<file path="config.mk">
export PLATFORM = sky130hd
export DESIGN_NAME = abwp_cell
export DESIGN_NICKNAME = d
export VERILOG_FILES = /design/src/design/abwp_pkg.sv /design/src/design/abwp_cell.sv
export SDC_FILE = /design/constraint.sdc
export NUM_CORES = 1
export LEC_CHECK = 0
export ABC_CLOCK_PERIOD_IN_PS = 800
export CORE_MARGIN = 2
export CORE_UTILIZATION = 30
export DETAILED_ROUTE_END_ITERATION = 7
export DONT_BUFFER_PORTS = 1
export HOLD_SLACK_MARGIN = 0.15
export PLACE_DENSITY = 0.42
export SYNTH_ARGS = -nofsm -noshare
export SYNTH_HDL_FRONTEND = slang
export SYNTH_SLANG_ARGS = --single-unit
</file>
<file path="constraint.sdc">
create_clock -name clk_i -period 0.8 [get_ports clk_i]
set_input_delay 0.16 -clock clk_i [delete_from_list [all_inputs] [get_ports clk_i]]
set_output_delay 0.16 -clock clk_i [all_outputs]
set_load 0.02 [all_outputs]
</file>
<file path="src/design/abwp_pkg.sv">
// ----------------------------------------------------------------------------
// abwp_pkg
// shared widths, register indexes and the item record that travels along
// the division cell chain
// ----------------------------------------------------------------------------
package abwp_pkg;

  localparam int CoordBits  = 16;
  localparam int TotalBits  = 24;
  localparam int LenBits    = 16;
  localparam int ProcBits   = 11;
  localparam int WeightBits = 11;
  localparam int ProdBits   = CoordBits + ProcBits;
  localparam int DivdBits   = ProdBits + 1;
  localparam int NumCells   = DivdBits;

  localparam logic [WeightBits-1:0] WeightMax = WeightBits'(1024);

  localparam int CfgAddrBits = 2;
  localparam int CfgDataBits = 16;

  localparam logic [CfgAddrBits-1:0] CfgRowLength = 2'd0;
  localparam logic [CfgAddrBits-1:0] CfgColLength = 2'd1;
  localparam logic [CfgAddrBits-1:0] CfgProcCount = 2'd2;

  typedef struct packed {
    logic                valid;
    logic                err;
    logic                last;
    logic                clr;
    logic [LenBits-1:0]  rem_row;
    logic [DivdBits-1:0] quo_row;
    logic [LenBits-1:0]  rem_col;
    logic [DivdBits-1:0] quo_col;
  } cell_t;

endpackage

</file>
<file path="src/design/abwp_cell.sv">
// ----------------------------------------------------------------------------
// abwp_cell
// one restoring division step for the row and the column share, registered
// ----------------------------------------------------------------------------
module abwp_cell (
  input  logic                         clk_i,
  input  logic                         rst_ni,
  input  logic                         en_i,
  input  logic [abwp_pkg::LenBits-1:0] div_row_i,
  input  logic [abwp_pkg::LenBits-1:0] div_col_i,
  input  abwp_pkg::cell_t              cell_i,
  output abwp_pkg::cell_t              cell_o
);

  logic [abwp_pkg::LenBits:0] sh_row, sh_col;
  logic [abwp_pkg::LenBits:0] sub_row, sub_col;
  logic                       ge_row, ge_col;
  abwp_pkg::cell_t            cell_d, cell_q;

  always_comb begin
    sh_row  = {cell_i.rem_row, cell_i.quo_row[abwp_pkg::DivdBits-1]};
    sh_col  = {cell_i.rem_col, cell_i.quo_col[abwp_pkg::DivdBits-1]};
    sub_row = sh_row - {1'b0, div_row_i};
    sub_col = sh_col - {1'b0, div_col_i};
    ge_row  = sh_row >= {1'b0, div_row_i};
    ge_col  = sh_col >= {1'b0, div_col_i};

    cell_d         = cell_i;
    cell_d.rem_row = ge_row ? sub_row[abwp_pkg::LenBits-1:0] : sh_row[abwp_pkg::LenBits-1:0];
    cell_d.rem_col = ge_col ? sub_col[abwp_pkg::LenBits-1:0] : sh_col[abwp_pkg::LenBits-1:0];
    cell_d.quo_row = {cell_i.quo_row[abwp_pkg::DivdBits-2:0], ge_row};
    cell_d.quo_col = {cell_i.quo_col[abwp_pkg::DivdBits-2:0], ge_col};
  end

  always_ff @(posedge clk_i or negedge rst_ni) begin
    if (!rst_ni) begin
      cell_q <= '0;
    end else if (en_i) begin
      cell_q <= cell_d;
    end
  end

  assign cell_o = cell_q;

endmodule

</file>
* Word level (Yosys, flattened, before mapping)
Index checks and enable logic that the tools add are counted.
** Word-level totals
- Logic and storage cells :: 14
- Input bits :: 127
- Register bits after elaboration :: 92
- Output and inout bits :: 92
** Cells by class
- $lt $le $gt $ge :: 2
- Multiplexer cells :: 2
- Add/subtract/negate cells :: 2
** Operator list (count)
- $ge A17 B16 Y1 :: 2
- $mux W16 :: 2
- $sub A16 B16 Y16 :: 2

* Depth between registers and ports, before layout
Gate-level depths: netlist (run 1).
- Depth after elaboration :: 2
- Mapped depth :: 10
- Mapped depth without buffers :: 10

* Worst setup path after synthesis (run 1)
Ideal clock, no wire load.
- Path kind :: input to register
- From :: input port div_row_i[1] (netlist name)
- To :: register cell_q, in the netlist cell_o[79]
- Data arrival time :: 2.163 ns
- Path buffers :: 1
- Stages on the path :: 10
- Setup slack :: -1.500 ns
- Library setup time :: 0.137 ns
- Required time :: 0.663 ns
- Cells stage by stage :: inv_1 > ha_1 > nor2b_4 > o31a_1 > or4_4 > a31o_4 > o21ai_4 > buf_12 > mux2i_1 > a21oi_1
** On the way
- Longest elaborated chain between the ends :: 2
- Elaborated cells on any way between the ends :: 3
- Classes of those cells :: add/sub (1); order compare (1); mux (1)
** Ends and longest elaborated chain
- from (decl) :: RTL line abwp_cell.sv:9 : input logic [abwp_pkg::LenBits-1:0] div_row_i,
- $sub A16 B16 Y16 / $ge A17 B16 Y1 (equally long branches) :: RTL line abwp_cell.sv:23, abwp_cell.sv:25
- $mux W16 (*) :: RTL line abwp_cell.sv:29 : cell_d.rem_row = ge_row ? sub_row[abwp_pkg::LenBits-1:0] : sh_row[abwp_pkg::LenBits-1:0];
- to (signal assigned) :: RTL line abwp_cell.sv:39 : cell_q <= cell_d;
- to (decl) :: RTL line abwp_cell.sv:18 : abwp_pkg::cell_t cell_d, cell_q;
Every way passes the cells marked *; elsewhere a longest branch is shown, timed or not.
A chain may end at the register's enable or synchronous reset.

* Worst setup path in the final report (run 1)
- From :: input port div_row_i[1] (netlist name)
- To :: register cell_q, in the netlist cell_o[86]
The elaborated chain is that of the path after synthesis.

==> results.py, run 1 <==
metrics = {
    "critical_path": {
        "critPathMaxFanout": 10,
        "cp_num_buf_inv": 3,
        "crit_slowest_cell": "or4_4",
        "cp.required_ns": 1.04,
        "cp_num_cells": 11,
        "critical_path.top_delay_family": "compound AO/OA/AOI/OAI gates",
        "slowest_delay_ns": 0.45,
        "crit_type": "primary input to register",
        "arrival_ns": 2.15,
        "reg2regPathDepth": 4,
        "cp-end-kind": "register",
        "worstSetupStartpointType": "primary input",
        "cp_common_cell": "buf_12",
        "path_cells": "inv_12 -> ha_4 -> nor2b_4 -> o31a_1 -> or4_4 -> a31o_4 -> o21ai_4 -> buf_12 -> buf_12 -> o21bai_1 -> a21oi_1",
    },
    "grt": {
        "grt_overflow": 0,
        "grt_max_degree": 121,
        "grt_usage_pct": 18.13,
        "antenna_found_initial": 0,
        "first_global_vias": 5491,
        "grt_pass1_wl_um": 28430,
    },
    "finish": {
        "finalNonFillerCells": 1090,
        "area_delta_synth_final_pct": 81.67,
        "fin_area_um2": 9847,
        "largest_reg_flops": 92,
        "final_core_util_pct": 55.19,
        "fillCellCount": 1490,
        "nNetsFinal": 1017,
        "antenna_cells": 0,
        "multi_input_area_um2": 3488,
        "ff_latch_area_um2": 2316,
        "layout-drive-gt1-share_pct": 49.01,
    },
    "run_status": {
        "status": "finished, violations left",
        "violations": "negative hold slack, negative setup slack",
    },
    "floorplanning": {
        "coreArea_um2": 17840,
        "pin_count": 219,
        "dieArea_um2": 19160,
        "die_h_um": 138.4,
        "fp.dieW_um": 138.4,
        "initial_core_util_pct": 30.38,
        "rows": 49,
    },
    "placement": {
        "detailedPlace.worstSlack_ns": -1.468,
        "numPortBuffers": 0,
        "placed_cells": 927,
        "place_area_um2": 7436,
        "dp_hpwl_um": 11640,
        "place_congestion": 0.8334,
    },
    "timing": {
        "worst_pin_slew_ns": 0.3400,
        "worst_slack_ns": -1.109,
        "maxSlewViolCount": 0,
        "holdWs_ns": -0.5034,
        "finalHoldViolCount": 118,
        "fin_crit_sh_pct": 238.6,
        "period_needed_ns": 1.909,
        "max_slew_margin_pct": 77.05,
        "fin_tns_setup_ns": -57.26,
        "rsz0062_at_grt": "true",
        "fin_skew_ns": 0,
        "finalSetupViolCount": 168,
        "fmax_ghz": 0.5240,
    },
    "run": {
        "max-cap-violations": 0,
    },
    "synthesis": {
        "synth_fp_nets": 697,
        "ys_warn_count": 0,
        "ys_ff_latch": 92,
        "synth_flop_cell": "dfrtp_1",
        "syn_area_per_cell_um2": 10.11,
        "yosysMostFrequentCell": "dfrtp_1",
        "synthCells": 536,
        "netlist.area_leader.share_pct": 42.47,
        "yosysUniqueCellTypes": 59,
        "yosys.area.top_type": "dfrtp_1",
        "synth_enable_flop_cells": 0,
        "yosysSeqAreaShare_pct": 42.47,
        "synth_area_um2": 5420,
        "async_flop_share_pct": 100.0,
        "synth_common_cells": "92 x dfrtp_1, 58 x mux2_2, 46 x nor2_1, 45 x inv_1, 33 x a21oi_1",
        "synth_area_leaders": "dfrtp_1 42%, mux2_2 12%, ha_1 7.4%, mux2i_1 3.5%, nor2_1 3.2%",
    },
    "drt": {
        "ant_nets": 0,
        "drt-initial-drc-count": 195,
        "drt-total-wl_um": 17820,
        "num_vias": 5238,
        "drt-wirelength-per-cell_um": 16.35,
        "first_pass_iters": 4,
        "drc_errors": 0,
        "vias_per_cell": 4.806,
    },
    "cts": {
        "cts_tree": "done",
        "cts_buffers": 9,
        "clk_pin_slew_ns": 0.08,
        "htreeDepth": 3,
        "cts_buffer_depth": 2,
        "cts.sinks": 92,
        "clk-insertion-delay-late_ns": 0.35,
        "root_buffer": "clkbuf_16",
    },
    "worst_hold_path": {
        "hold_class": "primary input to asynchronous set/reset pin",
    },
    "power": {
        "vdd_ir_drop_max_v": 0.001175,
        "total_power_mw": 17.47,
        "pwr_density_cell_nw_per_um2": 1774,
        "power.leakage_nw": 4.638,
    },
}
[placed cells by master (no fill, tap or decap), drive strengths merged, types with 6 or more instances in the layout]
master / Yosys / layout
o21ai: 22 / 22
dlygate4sd3: 0 / 67
nand3: 16 / 16
dfrtp: 92 / 92
buf: 5 / 261
mux2i: 19 / 19
ha: 32 / 32
xnor2: 11 / 11
nand2b: 6 / 6
a21oi: 34 / 34
clkbuf: 14 / 9
o21a: 8 / 8
nor3: 8 / 8
mux2: 58 / 58
nor2b: 9 / 9
a21o: 8 / 8
inv: 45 / 48
nor2: 46 / 46
a31oi: 16 / 16
nand2: 29 / 29
[kinds of logic after synthesis]
kind of cell    share of synthesized area (%)
flops                                   42.47
xor+xnor                                2.424
compound gates                          14.59
simple gates                            11.87
mux                                     15.56
buf+inv                                 4.963
fa+ha+maj                               8.126
[worst register-to-register path: stages (launching register included)]
cell     delay [ns]
dfrtp_1        0.40
buf_4          0.13
nor2b_1        0.11
a31oi_1        0.13
o31ai_1        0.08
[power breakdown]
part	total [mW]	switching, mW	internal (mW)	leakage (nW)
Clock	4.60	2.09	2.50	0.151
Combinational	7.08	2.88	4.20	3.43
Sequential	5.80	0.522	5.27	1.06
Total	17.5	5.49	12.0	4.64
[area by class of cell]
cell class	instances	share of cell area [%]
multi-input cells	380	35.43
clock buffers	9	2.287
clock inverters	7	0.9276
flip-flops and latches	92	23.52
inverters	45	2.249
well taps	229	2.910
repair buffers	328	32.68
[routing by layer]
layer / vias to the layer above / track usage [%] / wire, µm / share of wire [%]
met5: - / 0 / 0 / 0
met4: 0 / 6.552 / 408 / 2.3
met3: 24 / 4.053 / 1102 / 6.2
met2: 165 / 29.21 / 8326 / 47
met1: 2506 / 24.03 / 7980 / 45
li1: 2543 / - / - / -
[timing repair]
action | 4_1_cts | 5_1_grt
gates cloned | 1 | 0
hold endpoints to repair | 183 | 182
pin swaps | 30 | 19
resized for setup | 146 | 55
setup endpoints to repair | 127 | 167
setup buffers | 56 | 36
hold buffers | 66 | 1
[worst paths after layout]
check | startpoint | endpoint | slack, ns
min | rst_ni | cell_o[48] | -0.50
max | div_row_i[1] | cell_o[86] | -1.11
min in group clk_i | en_i | cell_o[40] | -0.10
max reg2reg | cell_o[43] | cell_o[43] | -0.17
min reg2reg | cell_o[89] | cell_o[89] | 0.53
max in group asynchronous | rst_ni | cell_o[90] | 1.14
Power figures use the tool's default switching activity.
==> run 2, diff against run 1 <==
--- a/config.mk
+++ b/config.mk
@@ -6,7 +6,6 @@
 export NUM_CORES = 1
 export LEC_CHECK = 0
 export ABC_CLOCK_PERIOD_IN_PS = 800
-export CORE_MARGIN = 2
 export CORE_UTILIZATION = 30
 export DETAILED_ROUTE_END_ITERATION = 7
 export DONT_BUFFER_PORTS = 1
==> run 2 against run 1 <==
Effect of this change:
- the run still ends with negative hold slack, negative setup slack left
- routed wire length is 4.4% lower
- clock skew stayed put
- hold slack worse by 0.0029 ns
- sequential share of layout area up 0.77 points
- flip-flop and latch count unchanged
- first-iteration DRC count shrank 38%
- core utilization is 0.65 points lower
- critical endpoint is now cell_o[75]
- non-clock buffer count decreased by 25
- final area down 3.2%
- critical path type unchanged
- largest power group unchanged
==> results.py, run 2 (synthesis results as in run 1) <==
metrics = {
    "timing": {
        "finalHoldViolCount": 122,
        "max_slew_margin_pct": 76.99,
        "fmax_ghz": 0.5377,
        "holdWs_ns": -0.5063,
        "maxSlewViolCount": 0,
        "fin_skew_ns": 0,
        "fin_tns_setup_ns": -55.32,
        "fin_crit_sh_pct": 232.5,
        "worst_slack_ns": -1.060,
        "finalSetupViolCount": 161,
        "rsz0062_at_grt": "true",
        "period_needed_ns": 1.860,
        "worst_pin_slew_ns": 0.3408,
    },
    "run_status": {
        "violations": "negative hold slack, negative setup slack",
        "status": "finished, violations left",
    },
    "critical_path": {
        "worstSetupStartpointType": "primary input",
        "cp-end-kind": "register",
        "cp.required_ns": 1.04,
        "critPathMaxFanout": 9,
        "arrival_ns": 2.10,
        "crit_type": "primary input to register",
    },
    "drt": {
        "num_vias": 5072,
        "drt-total-wl_um": 17030,
        "ant_nets": 0,
        "drt-initial-drc-count": 120,
        "first_pass_iters": 4,
        "drc_errors": 0,
        "drt-wirelength-per-cell_um": 16.05,
        "vias_per_cell": 4.780,
    },
    "placement": {
        "numPortBuffers": 0,
        "detailedPlace.worstSlack_ns": -1.452,
        "place_area_um2": 7416,
        "place_congestion": 0.8467,
        "placed_cells": 921,
        "dp_hpwl_um": 11390,
    },
    "finish": {
        "fillCellCount": 1509,
        "layout_commonest_cell": "buf_6",
        "final_core_util_pct": 54.55,
        "nNetsFinal": 992,
        "layout-drive-gt1-share_pct": 47.37,
        "area_delta_synth_final_pct": 75.88,
        "largest_reg_flops": 92,
        "final_cell_mix": "120 x buf_6, 111 x buf_4, 81 x dfrtp_1",
        "finalNonFillerCells": 1061,
        "antenna_cells": 0,
        "fin_area_um2": 9533,
    },
    "grt": {
        "grt_overflow": 0,
        "first_global_vias": 5270,
        "grt_pass1_wl_um": 26120,
        "grt_max_degree": 121,
        "grt_usage_pct": 17.97,
        "antenna_found_initial": 0,
    },
    "floorplanning": {
        "initial_core_util_pct": 31.01,
        "dieArea_um2": 18610,
        "coreArea_um2": 17480,
        "pin_count": 219,
        "rows": 48,
        "die_h_um": 136.4,
        "fp.dieW_um": 136.4,
    },
    "cts": {
        "cts.sinks": 92,
        "clk-insertion-delay-late_ns": 0.34,
        "cts_buffers": 9,
        "root_buffer": "clkbuf_16",
        "htreeDepth": 3,
        "cts_tree": "done",
        "hold_buffers": 65,
        "cts_buffer_depth": 2,
        "clk_pin_slew_ns": 0.08,
    },
    "worst_hold_path": {
        "hold_class": "primary input to asynchronous set/reset pin",
    },
    "power": {
        "vdd_ir_drop_max_v": 0.001002,
        "pwr_density_cell_nw_per_um2": 1755,
        "power.leakage_nw": 4.475,
        "total_power_mw": 16.73,
    },
    "run": {
        "max-cap-violations": 0,
    },
}
[run 2: changes by cell type in the layout (fill, tap and decap cells not counted), moves of 2 or more]
cell | before | now
xnor2_2 | 2 | 0
dlygate4sd3_1 | 67 | 65
buf_6 | 134 | 120
xnor2_1 | 9 | 11
buf_12 | 7 | 5
mux2_2 | 6 | 8
buf_8 | 0 | 2
inv_2 | 4 | 2
mux2_4 | 52 | 50
buf_4 | 119 | 111
[run 2: worst paths after layout]
kind	startpoint	end	slack (ns)	cells after the start
max	div_row_i[1]	cell_o[75]	-1.06	10
min	rst_ni	cell_o[1]	-0.51	0
max reg2reg	cell_o[57]	cell_o[57]	-0.14	2
min reg2reg	cell_o[88]	cell_o[88]	0.53	1
max in group asynchronous	rst_ni	cell_o[88]	1.14	0
min in group clk_i	en_i	cell_o[33]	-0.08	1
[run 2: report_power, final]
group / switching (mW) / internal [mW]
Clock: 2.07 / 2.19
Combinational: 2.77 / 3.94
Sequential: 0.492 / 5.27
Total: 5.33 / 11.4
[run 2: routing by layer]
layer / track usage, % / vias up / routed length (µm)
li1: - / 2494 / -
met1: 22.20 / 2406 / 7357
met4: 6.667 / 0 / 293
met2: 29.78 / 153 / 8104
met3: 4.810 / 19 / 1271
met5: 0 / - / 0
[run 2: cell type report]
class                      count  area (µm²)  share of cell area [%]
tap                          225       281.5                   2.953
multi-input combinational    380        3443                   36.12
clock inverter                 7       67.56                  0.7088
clock buffer                   9       225.2                   2.363
inverter                      45       234.0                   2.454
timing repair buffer         303        2965                   31.11
sequential                    92        2316                   24.29
[run 2: repair_timing]
| action | 4_1_cts | 5_1_grt |
|---|---|---|
| setup endpoints to repair | 126 | 158 |
| setup buffers | 36 | 29 |
| hold endpoints to repair | 183 | 182 |
| resized for setup | 149 | 42 |
| pin swaps | 38 | 25 |
| gates cloned | 2 | 0 |
[run 2: critical path: stages]
cell     delay [ns]
inv_12         0.01
ha_4           0.22
nor2b_4        0.12
o31a_1         0.26
or4_4          0.45
a31o_4         0.25
o21ai_4        0.17
buf_8          0.17
mux2i_1        0.19
a21oi_1        0.08
==> run 3, diff against run 2 <==
--- a/config.mk
+++ b/config.mk
@@ -5,12 +5,12 @@
 export SDC_FILE = /design/constraint.sdc
 export NUM_CORES = 1
 export LEC_CHECK = 0
-export ABC_CLOCK_PERIOD_IN_PS = 800
+export ABC_CLOCK_PERIOD_IN_PS = 1800
 export CORE_UTILIZATION = 30
 export DETAILED_ROUTE_END_ITERATION = 7
 export DONT_BUFFER_PORTS = 1
 export HOLD_SLACK_MARGIN = 0.15
-export PLACE_DENSITY = 0.42
+export PLACE_DENSITY = 0.41
 export SYNTH_ARGS = -nofsm -noshare
 export SYNTH_HDL_FRONTEND = slang
 export SYNTH_SLANG_ARGS = --single-unit
==> constraint.sdc (replaced) <==
create_clock -name clk_i -period 1.8 [get_ports clk_i]
set_input_delay 0.36 -clock clk_i [delete_from_list [all_inputs] [get_ports clk_i]]
set_output_delay 0.36 -clock clk_i [all_outputs]
set_load 0.02 [all_outputs]
==> run 3 against run 2 <==
Effect of this change:
- the run still ends with negative hold slack, negative setup slack left
- clock power is 54% lower
- final area decreased by 22%
- combinational power fell by 77%
- flip-flop and latch count stayed put
- global-route usage decreased by 1.8 points
- hold slack better by 0.21 ns
- largest power group is now sequential cells
==> results.py, run 3 (synthesis results as in run 1) <==
metrics = {
    "run_status": {
        "status": "finished, violations left",
        "violations": "negative hold slack, negative setup slack",
    },
    "grt": {
        "grt_pass1_wl_um": 22960,
        "antenna_found_initial": 0,
        "grt_max_degree": 121,
        "grt_usage_pct": 16.20,
        "use_met3_pct": 4.474,
        "grt_overflow": 0,
        "grt.busiest_layer": "met2",
        "first_global_vias": 4378,
        "use_met2_pct": 27.21,
        "grt_use_met1_pct": 19.61,
    },
    "drt": {
        "num_vias": 4399,
        "ant_nets": 0,
        "vias_per_cell": 4.954,
        "first_pass_iters": 4,
        "drt-total-wl_um": 15460,
        "drc_errors": 0,
        "drt-wirelength-per-cell_um": 17.41,
        "drt-initial-drc-count": 134,
    },
    "critical_path": {
        "critical_path.top_delay_family": "compound AO/OA/AOI/OAI gates",
        "arrival_ns": 2.41,
        "crit_type": "primary input to register",
        "cp_num_cells": 10,
        "crit_end": "cell_o[87]",
        "cp-end-kind": "register",
        "worstSetupStartpoint": "div_row_i[1]",
        "r2r-end": "cell_o[84]",
        "r2r_slack_ns": 0.81,
        "cp_num_buf_inv": 2,
        "cp.required_ns": 2.04,
        "crit_slowest_cell": "or4_4",
        "reg2regPathDepth": 3,
        "r2r_start": "cell_o[84]",
        "worstSetupStartpointType": "primary input",
        "critPathMaxFanout": 6,
        "slowest_delay_ns": 0.45,
        "path_cells": "inv_12 -> ha_4 -> nor2b_4 -> o31a_1 -> or4_4 -> a31o_4 -> o21ai_4 -> buf_4 -> nor4_1 -> a211o_1",
    },
    "finish": {
        "largest_reg_flops": 92,
        "final_cell_mix": "92 x dfrtp_1, 80 x buf_4, 58 x mux2_2",
        "final_core_util_pct": 42.30,
        "layout_commonest_cell": "dfrtp_1",
        "fin_area_um2": 7393,
        "antenna_cells": 0,
        "nNetsFinal": 819,
        "area_delta_synth_final_pct": 36.40,
        "layout-drive-gt1-share_pct": 33.79,
    },
    "power": {
        "p_switching_mw": 2.170,
        "vdd_ir_drop_max_v": 0.0004833,
        "pwr_density_cell_nw_per_um2": 865.2,
        "pwr-share-clk_pct": 30.3,
        "combPwrFrac_pct": 24.4,
        "sequentialPowerShare_pct": 45.2,
        "p_sw_share_pct": 33.92,
        "power.leakage_nw": 3.276,
        "p_int_mw": 4.227,
    },
    "placement": {
        "place_area_um2": 6424,
        "dp_hpwl_um": 11000,
        "numPortBuffers": 0,
        "place_congestion": 0.8187,
    },
    "floorplanning": {
        "die_h_um": 136.4,
        "coreArea_um2": 17480,
        "rows": 48,
        "initial_core_util_pct": 31.01,
        "pin_count": 219,
        "dieArea_um2": 18610,
        "fp.dieW_um": 136.4,
    },
    "run": {
        "max-cap-violations": 0,
    },
    "timing": {
        "worst_slack_ns": -0.3707,
        "worst_pin_slew_ns": 0.3502,
        "fin_tns_setup_ns": -5.297,
        "period_needed_ns": 2.171,
        "finalHoldViolCount": 92,
        "holdWs_ns": -0.2979,
        "fin_crit_sh_pct": 120.6,
        "finalSetupViolCount": 17,
        "fmax_ghz": 0.4607,
        "fin_skew_ns": 0,
        "maxSlewViolCount": 0,
        "rsz0062_at_grt": "true",
        "max_slew_margin_pct": 76.36,
    },
    "cts": {
        "htreeDepth": 3,
        "cts_tree": "done",
        "clk-insertion-delay-late_ns": 0.35,
        "cts_buffers": 9,
        "root_buffer": "clkbuf_16",
        "clk_pin_slew_ns": 0.08,
        "cts_buffer_depth": 2,
        "cts.sinks": 92,
    },
    "worst_hold_path": {
        "hold_class": "primary input to asynchronous set/reset pin",
    },
}
-- run 3: cell types whose count changed in the layout (fill, tap and decap cells not counted), moves of 3 or more --
cell           previous run  this run
buf_6                   120         6
mux2_2                    8        58
mux2_4                   50         0
buf_4                   111        80
dlygate4sd3_1            65        42
dfrtp_1                  81        92
dfrtp_2                  11         0
buf_12                    5         2
inv_12                    4         1
-- run 3: how the worst min path moves through the flow --
stage                            end  startpoint  slack, ns
final                     cell_o[33]      rst_ni      -0.30
after global routing      cell_o[33]      rst_ni      -0.32
after global placement    cell_o[33]      rst_ni       0.07
after floorplan            cell_o[0]      rst_ni       0.06
after detailed placement  cell_o[33]      rst_ni       0.07
after CTS                 cell_o[33]      rst_ni      -0.32
-- run 3: what timing repair did --
action                     CTS  global route
hold buffers                34             9
buffers inserted             3             2
resized for setup           14            27
setup endpoints to repair   24            27
hold endpoints to repair   151           121
pin swaps                    4            16
-- run 3: power by group through the flow --
| stage | clock, mW | sequential, mW | combinational, mW |
|---|---|---|---|
| after global routing | 2.09 | 2.93 | 1.73 |
| after CTS | 2.01 | 2.90 | 1.48 |
| after global placement | 0 | 2.94 | 1.35 |
| after detailed placement | 0 | 2.94 | 1.36 |
| final | 1.94 | 2.89 | 1.56 |
| after floorplan | 0 | 2.85 | 1.01 |
-- run 3: cell type report --
| class | instances | area (µm²) |
|---|---|---|
| Clock buffer | 10 | 239.0 |
| Clock inverter | 6 | 56.30 |
| Fill cell | 1703 | 10080 |
| Inverter | 45 | 196.4 |
| Multi-Input combinational cell | 380 | 3189 |
| Sequential cell | 92 | 2302 |
| Tap cell | 225 | 281.5 |
| Timing Repair Buffer | 130 | 1129 |
-- run 3: per-stage QoR --
stage / power (mW) / instances / setup WS [ns]
final: 6.397 / 888 / -0.3707
after CTS: 6.391 / 877 / -0.3488
after global placement: 4.294 / 824 / -0.6857
after detailed placement: 4.302 / 824 / -0.7162
after floorplan: 3.862 / 536 / -0.5752
after global routing: 6.747 / 888 / -0.4279
-- run 3: layer usage --
layer | vias to the layer above | wire (µm) | share of wire (%)
met2 | 124 | 7820 | 51
met4 | 0 | 219 | 1.4
met1 | 2105 | 6560 | 42
met3 | 14 | 861 | 5.6
met5 | - | 0 | 0
li1 | 2156 | - | -
