File: config.mk
export PLATFORM = sky130hd
export DESIGN_NAME = abwp_front
export DESIGN_NICKNAME = d
export VERILOG_FILES = /design/src/design/abwp_pkg.sv /design/src/design/abwp_front.sv
export SDC_FILE = /design/constraint.sdc
export NUM_CORES = 1
export LEC_CHECK = 0
export ABC_AREA = 0
export BUFFER_PORTS_ARGS = -buffer_cell sky130_fd_sc_hd__clkbuf_2
export CORE_MARGIN = 2
export CORE_UTILIZATION = 45
export CTS_CLUSTER_DIAMETER = 80
export DETAILED_ROUTE_END_ITERATION = 12
export GPL_ROUTABILITY_DRIVEN = 0
export PLACE_DENSITY = 0.69
export SLEW_MARGIN = 10
export SYNTH_ARGS = -nofsm -noshare
export SYNTH_HDL_FRONTEND = slang
export SYNTH_SLANG_ARGS = --single-unit
File: constraint.sdc
create_clock -name clk_i -period 7.3 [get_ports clk_i]
set_clock_uncertainty 0.05 [all_clocks]
set_input_delay 0.365 -clock clk_i [delete_from_list [all_inputs] [get_ports clk_i]]
set_output_delay 0.365 -clock clk_i [all_outputs]
set_load 0.05 [all_outputs]
File: src/design/abwp_pkg.sv
// ----------------------------------------------------------------------------
// abwp_pkg
// shared widths, register indexes and the item record that travels along
// the division cell chain
// ----------------------------------------------------------------------------
package abwp_pkg;

  localparam int CoordBits  = 16;
  localparam int TotalBits  = 24;
  localparam int LenBits    = 16;
  localparam int ProcBits   = 11;
  localparam int WeightBits = 11;
  localparam int ProdBits   = CoordBits + ProcBits;
  localparam int DivdBits   = ProdBits + 1;
  localparam int NumCells   = DivdBits;

  localparam logic [WeightBits-1:0] WeightMax = WeightBits'(1024);

  localparam int CfgAddrBits = 2;
  localparam int CfgDataBits = 16;

  localparam logic [CfgAddrBits-1:0] CfgRowLength = 2'd0;
  localparam logic [CfgAddrBits-1:0] CfgColLength = 2'd1;
  localparam logic [CfgAddrBits-1:0] CfgProcCount = 2'd2;

  typedef struct packed {
    logic                valid;
    logic                err;
    logic                last;
    logic                clr;
    logic [LenBits-1:0]  rem_row;
    logic [DivdBits-1:0] quo_row;
    logic [LenBits-1:0]  rem_col;
    logic [DivdBits-1:0] quo_col;
  } cell_t;

endpackage

File: src/design/abwp_front.sv
// ----------------------------------------------------------------------------
// abwp_front
// breakpoint tracking, step and order check, then step times processor
// count plus rounding term as the dividends for the cell chain
// ----------------------------------------------------------------------------
module abwp_front (
  input  logic                           clk_i,
  input  logic                           rst_ni,
  input  logic                           en_i,
  input  logic                           accept_i,
  input  logic [abwp_pkg::CoordBits-1:0] point_row_i,
  input  logic [abwp_pkg::CoordBits-1:0] point_col_i,
  input  logic                           first_point_i,
  input  logic                           last_point_i,
  input  logic [abwp_pkg::ProcBits-1:0]  proc_count_i,
  input  logic [abwp_pkg::LenBits-1:0]   div_row_i,
  input  logic [abwp_pkg::LenBits-1:0]   div_col_i,
  output abwp_pkg::cell_t                cell_o
);

  logic [abwp_pkg::CoordBits-1:0] prev_row_q, prev_col_q;
  logic                           have_prev_q, new_list_q;
  logic                           start;
  logic                           err;

  logic                           a_valid_q, a_err_q, a_last_q, a_clr_q;
  logic [abwp_pkg::CoordBits-1:0] a_step_row_q, a_step_col_q;

  logic [abwp_pkg::ProdBits-1:0]  prod_row, prod_col;
  abwp_pkg::cell_t                b_d, b_q;

  assign start = first_point_i || !have_prev_q;
  assign err   = (point_row_i < prev_row_q) || (point_col_i < prev_col_q);

  // list tracking
  always_ff @(posedge clk_i or negedge rst_ni) begin
    if (!rst_ni) begin
      prev_row_q  <= '0;
      prev_col_q  <= '0;
      have_prev_q <= 1'b0;
      new_list_q  <= 1'b0;
    end else if (accept_i) begin
      prev_row_q  <= point_row_i;
      prev_col_q  <= point_col_i;
      have_prev_q <= !last_point_i;
      new_list_q  <= start;
    end
  end

  // step stage
  always_ff @(posedge clk_i or negedge rst_ni) begin
    if (!rst_ni) begin
      a_valid_q <= 1'b0;
    end else if (en_i) begin
      a_valid_q <= accept_i && !start;
    end
  end

  always_ff @(posedge clk_i) begin
    if (en_i) begin
      a_err_q      <= err;
      a_last_q     <= last_point_i;
      a_clr_q      <= new_list_q;
      a_step_row_q <= err ? '0 : point_row_i - prev_row_q;
      a_step_col_q <= err ? '0 : point_col_i - prev_col_q;
    end
  end

  // dividend stage
  always_comb begin
    prod_row = abwp_pkg::ProdBits'(a_step_row_q) * abwp_pkg::ProdBits'(proc_count_i);
    prod_col = abwp_pkg::ProdBits'(a_step_col_q) * abwp_pkg::ProdBits'(proc_count_i);

    b_d         = '0;
    b_d.valid   = a_valid_q;
    b_d.err     = a_err_q;
    b_d.last    = a_last_q;
    b_d.clr     = a_clr_q;
    b_d.quo_row = {1'b0, prod_row} + abwp_pkg::DivdBits'(div_row_i - 1'b1);
    b_d.quo_col = {1'b0, prod_col} + abwp_pkg::DivdBits'(div_col_i - 1'b1);
  end

  always_ff @(posedge clk_i or negedge rst_ni) begin
    if (!rst_ni) begin
      b_q <= '0;
    end else if (en_i) begin
      b_q <= b_d;
    end
  end

  assign cell_o = b_q;

endmodule

* Yosys cells after proc, flatten, opt, wreduce, memory -nomap -nowiden *
Cells that the tools add are included.

word-level totals
  logic and storage cells = 32
  register bits = 130
  output and inout bits = 92

cells by class
  add/sub/neg operators = 6
  reductions and logical operators = 6
  $lt $le $gt $ge = 2
  multiply operators = 2

operators by type and width
  cell                     count
  $add A27 B28 Y28         2
  $mul A16 B11 Y27         2
  $sub A16 B1 Y17 const B  2
  $lt A16 B16 Y1           2
  $sub A16 B16 Y16         2
  $logic_not A1 Y1         3
  $logic_or A1 B1 Y1       2
  $logic_and A1 B1 Y1      1

* Logic depth before layout (Yosys ltp) *
Gate-level depths: netlist (run 1).

  word-level depth = 4
  mapped depth = 22

* Least setup slack after synthesis (run 1) *
OpenSTA, ideal clock, no wires.

  path type = input to register
  from = input port div_row_i[0] (netlist bit)
  to = register b_q (netlist bit cell_o[70])
  stages = 21
  arrival time = 5401 ps
  library setup time = 95 ps
  buffers on the path = 1
  data required time = 7155 ps
  path slack = 1754 ps
  path through = inv_1 > ha_1 > nand2_1 > or4_1 > or3_4 > inv_1 > ha_1 > fa_1 > fa_1 > inv_1 > fa_1 > inv_1 > ha_1 > clkbuf_1 > nand2_1 > o21ai_0 > a221oi_1 > o221a_2 > nor2_1 > o31a_1 > o31ai_1

on the way
  word-level cells in the longest chain between the ends = 2

RTL lines
  element                 line              text
  start: declaration      abwp_front.sv:16  input logic [abwp_pkg::LenBits-1:0] div_row_i,
  $sub A16 B1 Y17         abwp_front.sv:79  b_d.quo_row = {1'b0, prod_row} + abwp_pkg::DivdBits'(div_row_i - 1'b1);
  $add A27 B28 Y28        abwp_front.sv:79
  end signal: assignment  abwp_front.sv:85  b_q <= '0;
  end signal: assignment  abwp_front.sv:87  b_q <= b_d;
  end: declaration        abwp_front.sv:30  abwp_pkg::cell_t b_d, b_q;

Every way passes these cells.
A chain may end at the register's enable or synchronous reset.

* Final worst setup path (run 1) *
  from = input port div_col_i[0] (netlist bit)
  to = register b_q (netlist bit cell_o[23])

on the way
  word-level cells in the longest chain between the ends = 2

RTL lines
  element             line              text
  start: declaration  abwp_front.sv:17  input logic [abwp_pkg::LenBits-1:0] div_col_i,
  $sub A16 B1 Y17     abwp_front.sv:80  b_d.quo_col = {1'b0, prod_col} + abwp_pkg::DivdBits'(div_col_i - 1'b1);
  $add A27 B28 Y28    abwp_front.sv:80

Every way passes these cells.

==> results.tsv, run 1 <==
stage	metric	value	unit
run_status	outcome	finished clean	
cts	clock sink total	130	
cts	quantity of gates resized following cts	0	
sta	count of pins over their slew limit	0	
run	Max Cap Viol	0	
drt	drt first pass iters	5	
worst_hold_path	Hold Path Depth	2	
cts	CTS Hold Bufs	1	
drt	met2 wire length	21.89	mm
pwr	Leakage	10.89	nW
finish	Synth-to-Final Area Change	7.824	%
cts	TritonCTS clock tree	done	
sta	Tmin final	6135	ps
floorplan	total die area	45730	um2
cts	H-tree depth	4	
worst_hold_path	class of the worst hold path	input pin to flip-flop	
setup_path	cell family with most CP delay	adder cells	
grt	largest net degree at the start of global routing	67	
finish	most frequent cells in the layout	inv_1 (439), nand2_1 (326), fa_1 (306)	
finish	final net count	2824	
setup_path	CP required	7560	ps
drt	routed len/inst	16.18	um
setup_path	CP Class	input pin to flip-flop	
sta	period utilisation layout	0.8403	
floorplan	num rows	76	
sta	final hold viol count	0	
worst_hold_path	hold path start	last_point_i	
setup_path	worst stage delay on the critical path	810	ps
setup_path	crit start category	input pin	
setup_path	FF-to-FF Start	a_step_row_q[5]	
synthesis	syn avg cell area	8.998	um2
drt	wl on met1	20.40	mm
setup_path	Worst Reg-to-Reg Cells	18	
placement	detailed placement HPWL	36.74	mm
drt	vias per inst	5.226	
placement	PortBufs	140	
floorplan	Core Box Area	43270	um2
cts	Clock transition at path regs	70	ps
worst_hold_path	Hold EP	have_prev_q	
synthesis	Synth Warn #	0	
drt	DRC Markers	0	
setup_path	Slowest cell on crit path	nor4b_1	
sta	achievable frequency	0.1630	GHz
setup_path	crit path max fanout	6	
pwr	Comb power frac	0.792	
sta	Slew @ Worst Pin	981.8	ps
pwr	power density cells	437.4	nW/um2
grt	vias in the first global route	16270	
drt	number of DRC markers in iteration 0	968	
drt	met3 routed WL	3.038	mm
setup_path	Reg2Reg Setup Slack	1560	ps
pwr	worst vdd ir	0.4451	mV
synthesis	FFs w/ async S/R, synth	0.7308	
finish	final core occ	0.4938	
placement	placed cells	2840	
finish	layout cells sized above 1	0.1018	
pwr	internal power	4.370	mW
finish	Post-Layout Cell Count	2873	
finish	commonest non-fill, non-tap cell in the layout	inv_1	
floorplan	Initial Utilization	0.4580	
cts	Clock Latency Late Sink	460	ps
cts	Root Buffer	clkbuf_16	
sta	Final TNS setup	0	ps
finish	antenna cells	0	
synthesis	#FFs+latches synth	130	
pwr	Sw Share	0.5323	
sta	Setup-failing EPs final	0	
setup_path	Worst Path Buf+Inv	5	
drt	via count	15010	
setup_path	WP depth	21	
pwr	Clock Power Share	0.086	
synthesis	Seq/Total Area, Yosys	0.1730	
synthesis	Mapped Area	19810	um2
floorplan	I/O pins	173	
drt	antenna-violating nets left	0	
floorplan	die boundary height	213.8	um
pwr	sequential power share	0.122	
synthesis	Syn Inst Count	2202	
synthesis	synth unique cells	78	
cts	CTS max path bufs	2	
synthesis	Post-synth EDFFs	35	
drt	final WL	46.48	mm
grt	first-pass GRT wire length	78.87	mm
setup_path	critical-path cell list	clkbuf_2 -> inv_1 -> ha_1 -> nor4b_1 -> nand2_1 -> nor3_1 -> xnor2_1 -> fa_1 -> inv_1 -> fa_1 -> fa_1 -> inv_1 -> fa_1 -> inv_1 -> ha_1 -> and3_1 -> a221o_1 -> a31oi_1 -> a211oi_1 -> mux2i_1 -> o311ai_0	
sta	RSZ-0062 raised after global routing	false	
sta	Slew HR	0.3363	
grt	initial antenna violation count	0	
setup_path	CP arrival	6400	ps
grt	gr usage total	0.2197	
setup_path	FF-to-FF End	cell_o[62]	
drt	Highest Signal Layer	met4	
synthesis	Synth Flop Type	dfrtp_1	
cts	Num CTS Buffers	17	
grt	GRT overflow	0	
pwr	P_sw	4.974	mW
setup_path	Critical Path Sink Type	flip-flop	
floorplan	Die W	213.8	um
cts	number of post-CTS setup repair buffers	0	
==> final cells by class <==
type / count / area (um2)
timing repair buffer: 146 / 753.2
inverter: 440 / 1652
clock inverter: 14 / 105.1
clock buffer: 18 / 429.2
fill: 4096 / 21900
tap: 585 / 732.0
sequential: 130 / 3428
multi-input combinational: 1540 / 14260
==> synthesized netlist by cell type (11+ instances only) <==
| cell | count | area share |
|---|---|---|
| a21o_1 | 28 | 0.011 |
| a21oi_1 | 61 | 0.015 |
| and2_1 | 128 | 0.040 |
| buf_4 | 32 | 0.012 |
| clkbuf_1 | 86 | 0.016 |
| dfrtp_1 | 95 | 0.12 |
| edfxtp_1 | 35 | 0.053 |
| fa_1 | 306 | 0.31 |
| ha_1 | 162 | 0.10 |
| inv_1 | 439 | 0.083 |
| mux2_2 | 38 | 0.022 |
| nand2_1 | 326 | 0.062 |
| nand3_1 | 12 | 0.0030 |
| nand4_1 | 11 | 0.0035 |
| nor2_1 | 72 | 0.014 |
| nor3_1 | 28 | 0.0071 |
| o21a_1 | 23 | 0.0087 |
| o21ai_0 | 77 | 0.019 |
| xnor2_1 | 46 | 0.020 |
| xor2_1 | 29 | 0.013 |
==> cells by family (layout without fill, tap and decap cells) <==
kind of cell	Yosys count	in the layout	synth area share
flip-flops	130	130	0.1730
AND/OR/NAND/NOR	646	646	0.1536
XOR/XNOR	75	75	0.03315
multiplexers	42	42	0.02362
other	1	32	0.0001893
AO/OA/AOI/OAI	277	277	0.09207
adder cells (fa/ha/maj)	468	468	0.4115
buffers and inverters	563	618	0.1129
==> worst reg2reg max path, cell delays in order (launching register included) <==
cell and delay (ps):
edfxtp_1 610, and2_1 270, fa_1 530, inv_1 50, fa_1 540, inv_1 50, fa_1 450, fa_1 490
inv_1 50, fa_1 470, inv_1 40, ha_1 350, nand4_1 120, o21ba_2 160, or3_1 410, o21a_1 270
a41o_1 280, xnor2_1 160, mux2_2 270
==> power groups by stage <==
stage	clock network [mW]	logic [mW]	registers (mW)
2_1_floorplan	0	5.30	1.56
3_3_place_gp	0	7.19	1.15
3_5_place_dp	0	7.34	1.15
4_1_cts	0.829	7.38	1.14
5_1_grt	0.854	8.42	1.16
6_report	0.806	7.40	1.14
==> per-stage QoR <==
step           instance area (um2)  hold WS [ps]  setup WS (ps)  power [mW]
5_1_grt                      21360         45.96          640.3       10.43
6_report                     21360         46.72           1165       9.344
2_1_floorplan                19930         19.41           1754       6.868
3_3_place_gp                 20820         323.4          988.1       8.339
3_5_place_dp                 20820         333.5          792.6       8.486
4_1_cts                      21360         18.91           1289       9.348
==> how the worst max path moves through the flow <==
stage	startpoint	endpoint	slack, ps
after global routing	div_col_i[0]	cell_o[23]	640
after CTS	div_col_i[0]	cell_o[23]	1290
after global placement	div_col_i[0]	cell_o[23]	990
final	div_col_i[0]	cell_o[23]	1170
after detailed placement	div_col_i[0]	cell_o[23]	790
after floorplan	div_row_i[0]	cell_o[70]	1750
==> sequential cells by signal (all words and copies together) (netlist names) <==
name / flops
a_clr_q: 1
cell_o: 60
a_err_q: 1
a_last_q: 1
a_valid_q: 1
prev_row_q: 16
prev_col_q: 16
a_step_col_q: 16
new_list_q: 1
have_prev_q: 1
a_step_row_q: 16
==> metal layers <==
| metal | GRT usage | vias to the layer above |
|---|---|---|
| li1 | - | 6955 |
| met1 | 0.2828 | 7550 |
| met2 | 0.3661 | 434 |
| met3 | 0.05082 | 75 |
| met4 | 0.07256 | 0 |
| met5 | 0 | - |
Power figures use the tool's default switching activity.
==> run 2, diff against run 1 <==
- ABC_AREA: 0 -> 1
- clock period: 7.3 -> 5.8 ns (I/O delays scaled with it)
==> run 2 against run 1 <==
Against the previous run:
- via count increased by 18%
- first-iteration DRC count rose by 18%
- sequential share of layout area fell by 1.6 points
- count of clock-buffer cells in the layout is 4 higher
- sequential power grew 25%
- die area up 8.9%
- global-route usage rose by 0.81 points
- hold slack worse by 14 ps
- routed wire length up 13%
- largest cell class unchanged
- largest power group unchanged
==> results.tsv, run 2 <==
stage	metric	value	unit	change
synthesis	Syn Inst Count	2980		+35%
finish	most frequent cells in the layout	nand2_1 (942), inv_1 (795), fa_1 (306)		
finish	final core occ	0.4993		+0.005480
setup_path	CP required	6100	ps	-1460 ps
sta	Final TNS setup	0	ps	unchanged
placement	PortBufs	140		unchanged
sta	Slew HR	0.2320		-0.1043
grt	vias in the first global route	18470		+13%
finish	Synth-to-Final Area Change	9.798	%	
setup_path	crit start category	flip-flop		
synthesis	share of the synthesized area in the top cell type	0.2833		-0.02582
pwr	sequential power share	0.105		-0.017
setup_path	crit path max fanout	11		+5
drt	antenna-violating nets left	0		unchanged
drt	via count	17780		+18%
setup_path	crit path from	a_step_row_q[5]		
synthesis	Seq/Total Area, Yosys	0.1586		-0.01445
run	Max Cap Viol	0		unchanged
setup_path	CP Class	flip-flop to flip-flop		
cts	Clock Latency Late Sink	470	ps	about the same
worst_hold_path	Hold Path Depth	3		+1
synthesis	Post-synth EDFFs	35		unchanged
pwr	Comb power frac	0.800		+0.008
drt	DRC Markers	0		unchanged
setup_path	Reg2Reg Setup Slack	710	ps	-850 ps
run_status	outcome	finished clean		
pwr	internal power	5.853	mW	+34%
floorplan	Initial Utilization	0.4547		-0.003242
sta	Slew @ Worst Pin	1150	ps	+168.6 ps
cts	H-tree depth	4		unchanged
setup_path	Worst Reg-to-Reg Cells	21		+3
setup_path	Critical Path Sink Type	flip-flop		
synthesis	#FFs+latches synth	130		unchanged
finish	layout cells sized above 1	0.07913		-0.02271
pwr	power density cells	575.9	nW/um2	+32%
placement	pre-CTS setup slack	489.1	ps	-303.5 ps
synthesis	Synth area leader	fa_1		
drt	vias per inst	4.775		-8.6%
cts	Clock transition at path regs	60	ps	about the same
finish	FILL cells	4713		+15%
drt	number of DRC markers in iteration 0	1147		+18%
floorplan	die boundary height	223.2	um	+4.4%
synthesis	FFs w/ async S/R, synth	0.7308		unchanged
finish	Post-Layout Cell Count	3724		+30%
cts	number of post-CTS setup repair buffers	0		unchanged
cts	CTS Hold Bufs	27		+26
setup_path	worst setup path endpoint	cell_o[59]		
grt	gr usage total	0.2278		+0.008136
finish	Reg area	3428	um2	unchanged
sta	Worst Setup Slack, final	708.8	ps	-456.7 ps
floorplan	Die W	223.2	um	+4.4%
synthesis	Synth top cells by count	nand2_1 (942), inv_1 (795), fa_1 (306)		
floorplan	I/O pins	173		unchanged
synthesis	syn avg cell area	7.255	um2	-19%
pwr	Sw Share	0.5718		+0.03952
finish	final net count	3645		+29%
grt	largest net degree at the start of global routing	74		+10%
cts	CTS max path bufs	2		unchanged
placement	detailed placement HPWL	43.48	mm	+18%
finish	antenna cells	0		unchanged
synthesis	count leader, synth	nand2_1		
grt	initial antenna violation count	1		+1
sta	final hold viol count	0		unchanged
floorplan	total die area	49810	um2	+8.9%
sta	count of pins over their slew limit	0		unchanged
finish	area of the multi-input gates	14720	um2	+3.2%
sta	Tmin final	5091	ps	
synthesis	Synth Flop Type	dfrtp_1		
drt	drt first pass iters	8		+3
synthesis	Synth area leaders	fa_1 (28%), nand2_1 (16%), inv_1 (14%)		
drt	routed len/inst	14.10	um	-13%
cts	TritonCTS clock tree	done		
finish	max FFs per register	60		unchanged
floorplan	Core Box Area	47550	um2	+9.9%
sta	achievable frequency	0.1964	GHz	
pwr	P_sw	7.817	mW	+57%
floorplan	num rows	80		+5.3%
cts	clock sink total	130		unchanged
grt	first-pass GRT wire length	90.36	mm	+15%
pwr	Clock Power Share	0.095		+0.009
setup_path	FF-to-FF Start	a_step_row_q[5]		
finish	commonest non-fill, non-tap cell in the layout	nand2_1		
sta	Setup-failing EPs final	0		unchanged
drt	final WL	52.51	mm	+13%
sta	RSZ-0062 raised after global routing	false		
pwr	worst vdd ir	0.3990	mV	-10%
worst_hold_path	class of the worst hold path	input pin to flip-flop		
pwr	Leakage	14.14	nW	+30%
cts	Num CTS Buffers	17		unchanged
sta	period utilisation layout	0.8778		
sta	hold slack final	32.50	ps	-14.22 ps
placement	placed cells	3665		+29%
grt	GRT overflow	0		unchanged
synthesis	Mapped Area	21620	um2	+9.1%
cts	quantity of gates resized following cts	0		unchanged
pwr	Pwr Total	13.67	mW	+46%
synthesis	Synth Warn #	0		unchanged
finish	design area	23740	um2	+11%
cts	Root Buffer	clkbuf_16		
setup_path	FF-to-FF End	cell_o[59]		
placement	DP Area	22770	um2	+9.4%
setup_path	CP arrival	5390	ps	-1010 ps
synthesis	synth unique cells	42		-46%
## run 2: changes by cell type in the layout (fill, tap and decap cells not counted), sizes merged, moves of 11 or more
cell	previous run	this run
nand2	326	951
inv	443	797
and2	129	3
nand3	12	107
nor2	72	155
mux2	38	0
dlygate4sd3	1	27
xnor2	46	21
a21o	28	5
o21a	23	1
nor3	28	9
o21ai	78	60
buf	7	21
nand3b	0	11
## run 2: area by class of cell
type | count | area share
clock buffers | 22 | 0.02135
clock inverters | 10 | 0.008117
inverters | 796 | 0.1259
multi-input cells | 1965 | 0.6202
flip-flops and latches | 130 | 0.1444
well taps | 615 | 0.03242
repair buffers | 186 | 0.04765
## run 2: worst max-delay path, stage by stage, from the launching register on
cell      delay [ps]
edfxtp_1         620
nand2_1          130
inv_1             80
fa_1             540
inv_1             60
fa_1             540
inv_1             50
fa_1             450
fa_1             520
inv_1             50
fa_1             470
inv_1             40
ha_1             320
nand2_1          120
inv_1             60
a21oi_1          140
nand2_1          140
nand2_1           90
nand2_1           60
or2_2            270
nand3_1          110
nand2_1           60
## run 2: logic make-up after synthesis
family / after synthesis / synth area share
buf+inv: 916 / 0.1659
fa+ha+maj: 468 / 0.3771
compound gates: 142 / 0.03704
simple gates: 1268 / 0.2390
xor+xnor: 55 / 0.02228
flops: 130 / 0.1586
other cells: 1 / 0.0001735
## run 2: how the worst min path moves through the flow
stage / startpoint / to / slack (ps)
floorplan: rst_ni / a_valid_q / -60
global placement: rst_ni / prev_col_q[12] / 230
detailed placement: rst_ni / prev_col_q[12] / 230
CTS: first_point_i / new_list_q / 9
global route: point_col_i[1] / prev_col_q[1] / 20
finish: point_col_i[1] / prev_col_q[1] / 30
## run 2: power by group through the flow
stage	combinational (mW)	clock [mW]	sequential, mW
after global placement	10.9	0	1.45
after floorplan	7.81	0	1.94
after CTS	11.1	1.32	1.43
after detailed placement	11.0	0	1.45
final	10.9	1.30	1.43
after global routing	12.6	1.36	1.46
## run 2: routing by layer
metal  vias up  GRT usage  share of wire
li1       8798          -              -
met5         -          0        0.00025
met2       416     0.4012           0.49
met3        78    0.03358          0.050
met1      8489     0.2860           0.43
met4         2    0.07772          0.024
==> run 3, diff against run 2 <==
- ABC_AREA: 1 -> 0
- SETUP_SLACK_MARGIN: not set -> 0.15
==> run 3 against run 2 <==
Against the previous run:
- hold slack got worse by 9.3 ps
- count of clock-buffer cells in the layout fell by 3
- non-clock buffer count rose by 67
- design area fell by 6.1%
- sequential share of layout area rose by 0.93 points
- utilization rose by 1.6 points
- first-iteration DRC count fell by 3.5%
- sequential power barely moved
- worst setup slack got worse by 400 ps
- clock power fell by 20%
- register-to-register slack got worse by 400 ps
- largest cell class unchanged
==> results.tsv, run 3 (synthesis gave the netlist of run 1 again) <==
stage	metric	value	unit	change
grt	first-pass GRT wire length	80.45	mm	-11%
finish	antenna cells	0		unchanged
setup_path	Critical Path Sink Type	flip-flop		
pwr	P_sw	6.435	mW	-18%
sta	Slew @ Worst Pin	1161	ps	+10.17 ps
placement	pre-CTS setup slack	-99.76	ps	-588.8 ps
cts	H-tree depth	4		unchanged
drt	DRC Markers	0		unchanged
setup_path	CP arrival	5780	ps	+390 ps
cts	Clock Latency Late Sink	460	ps	about the same
pwr	Clock Power Share	0.083		-0.012
pwr	internal power	6.117	mW	+4.5%
drt	antenna-violating nets left	0		unchanged
setup_path	crit path max fanout	6		-5
drt	drt first pass iters	6		-2
floorplan	Initial Utilization	0.4580		+0.003242
setup_path	Slowest cell on crit path	fa_1		
sta	period utilisation layout	0.9463		+0.06846
cts	clock sink total	130		unchanged
floorplan	total die area	45730	um2	-8.2%
setup_path	crit path from	a_step_row_q[4]		
floorplan	num rows	76		-5.0%
drt	number of DRC markers in iteration 0	1107		-3.5%
placement	placed cells	2907		-21%
pwr	Leakage	11.44	nW	-19%
pwr	sequential power share	0.112		+0.007
pwr	Pwr Total	12.55	mW	-8.2%
drt	via count	15490		-13%
placement	detailed placement HPWL	38.06	mm	-12%
worst_hold_path	hold path start	point_col_i[9]		
sta	Setup-failing EPs final	0		unchanged
setup_path	CP Class	flip-flop to flip-flop		
run	Max Cap Viol	0		unchanged
sta	Slew HR	0.2261		-0.005871
sta	hold slack final	23.17	ps	-9.329 ps
finish	FILL cells	4051		-14%
run_status	outcome	finished clean		
finish	max FFs per register	60		unchanged
pwr	power density cells	563.0	nW/um2	-2.2%
finish	final net count	2931		-20%
finish	final core occ	0.5153		+0.01604
setup_path	critical-path cell list	and2_1 -> fa_1 -> inv_1 -> fa_1 -> inv_1 -> fa_1 -> fa_1 -> inv_1 -> fa_1 -> inv_1 -> ha_1 -> nand4_1 -> o21ba_2 -> or3_4 -> o21a_2 -> a41o_1 -> xnor2_1 -> mux2_2		
pwr	worst vdd ir	0.5669	mV	+42%
floorplan	Die W	213.8	um	-4.2%
sta	Final TNS setup	0	ps	unchanged
pwr	Sw Share	0.5127		-0.05918
setup_path	CP required	6090	ps	about the same
setup_path	CP most frequent cell	fa_1		
finish	layout cells sized above 1	0.1399		+0.06075
drt	routed len/inst	15.91	um	+13%
grt	gr usage total	0.2236		-0.004142
cts	CTS max path bufs	2		unchanged
sta	Worst Setup Slack, final	311.7	ps	-397.1 ps
sta	Tmin final	5488	ps	+397.1 ps
finish	most frequent cells in the layout	inv_1 (439), nand2_1 (326), fa_1 (306)		
sta	RSZ-0062 raised after global routing	true		
floorplan	die boundary height	213.8	um	-4.2%
grt	vias in the first global route	16520		-11%
pwr	Comb power frac	0.805		+0.005
drt	vias per inst	5.198		+8.8%
floorplan	I/O pins	173		unchanged
finish	Synth-to-Final Area Change	12.52	%	
setup_path	Worst Path Buf+Inv	4		-2
setup_path	cell family with most CP delay	adder cells		
drt	final WL	47.40	mm	-9.7%
grt	initial antenna violation count	1		unchanged
floorplan	Core Box Area	43270	um2	-9.0%
cts	Clock transition at path regs	60	ps	about the same
sta	count of pins over their slew limit	0		unchanged
finish	design area	22300	um2	-6.1%
setup_path	FF-to-FF Start	a_step_row_q[4]		
finish	commonest non-fill, non-tap cell in the layout	inv_1		
cts	Root Buffer	clkbuf_16		
sta	achievable frequency	0.1822	GHz	-7.2%
worst_hold_path	class of the worst hold path	input pin to flip-flop		
setup_path	crit start category	flip-flop		
grt	largest net degree at the start of global routing	67		-9.5%
grt	GRT overflow	0		unchanged
finish	Post-Layout Cell Count	2980		-20%
setup_path	worst stage delay on the critical path	540	ps	-80 ps
cts	Num CTS Buffers	17		unchanged
placement	DP Area	21390	um2	-6.1%
sta	final hold viol count	0		unchanged
cts	TritonCTS clock tree	done		
placement	PortBufs	140		unchanged
[run 3: changes by cell type in the layout (fill, tap and decap cells not counted), sizes merged, moves of 16 or more]
cell         delta
nor3           +19
inv           -355
o21a           +22
nand3          -95
mux2           +38
nor2           -83
dlygate4sd3    -16
nand2         -625
a21o           +23
o21ai          +18
and2          +126
buf            +83
xnor2          +25
[run 3: area by class of cell]
cell class                 count  area [um2]  share of cell area
clock buffer                  19       432.9             0.01942
clock inverter                13       110.1            0.004939
inverter                     440        1652             0.07408
multi-input combinational   1540       14300              0.6413
sequential                   130        3428              0.1538
tap                          585       732.0             0.03283
timing repair buffer         253        1642             0.07363
[run 3: what timing repair did]
| item | 4_1_cts | 5_1_grt |
|---|---|---|
| resized for setup | 0 | 9 |
| pin swaps | 0 | 1 |
| endpoints found under the setup margin | 1 | 16 |
| hold buffers | 11 | 0 |
| endpoints found under the hold margin | 51 | 0 |
| setup buffers | 1 | 29 |
[run 3: worst register-to-register path, delay by kind of cell, from the launching register on]
kind	cells	cell delay (ps)
buffers and inverters	4	220
XOR/XNOR	1	120
multiplexers	1	270
flip-flops	1	510
AND/OR/NAND/NOR	3	770
adder cells (fa/ha/maj)	6	2750
AO/OA/AOI/OAI	3	690
[run 3: power by group through the flow]
stage	Combinational [mW]	Sequential, mW	Clock (mW)
2_1_floorplan	6.67	1.97	0
3_3_place_gp	9.67	1.44	0
3_5_place_dp	9.93	1.45	0
4_1_cts	10.0	1.43	1.07
5_1_grt	11.4	1.43	1.10
6_report	10.1	1.41	1.04
[run 3: worst paths after layout]
check	end	slack (ps)	cells after the start
hold / removal	prev_col_q[9]	20	3
min in group asynchronous	cell_o[47]	330	2
setup / recovery	cell_o[62]	310	18
setup reg to reg	cell_o[62]	310	18
hold reg to reg	a_clr_q	410	0
max in group asynchronous	cell_o[57]	4120	3
[run 3: per-layer routing]
metal / vias up / wire length, um / GRT usage
li1: 7179 / - / -
met1: 7785 / 20900 / 0.2987
met2: 470 / 22500 / 0.3735
met3: 53 / 3209 / 0.04071
met4: 2 / 773 / 0.06370
met5: - / 13 / 0
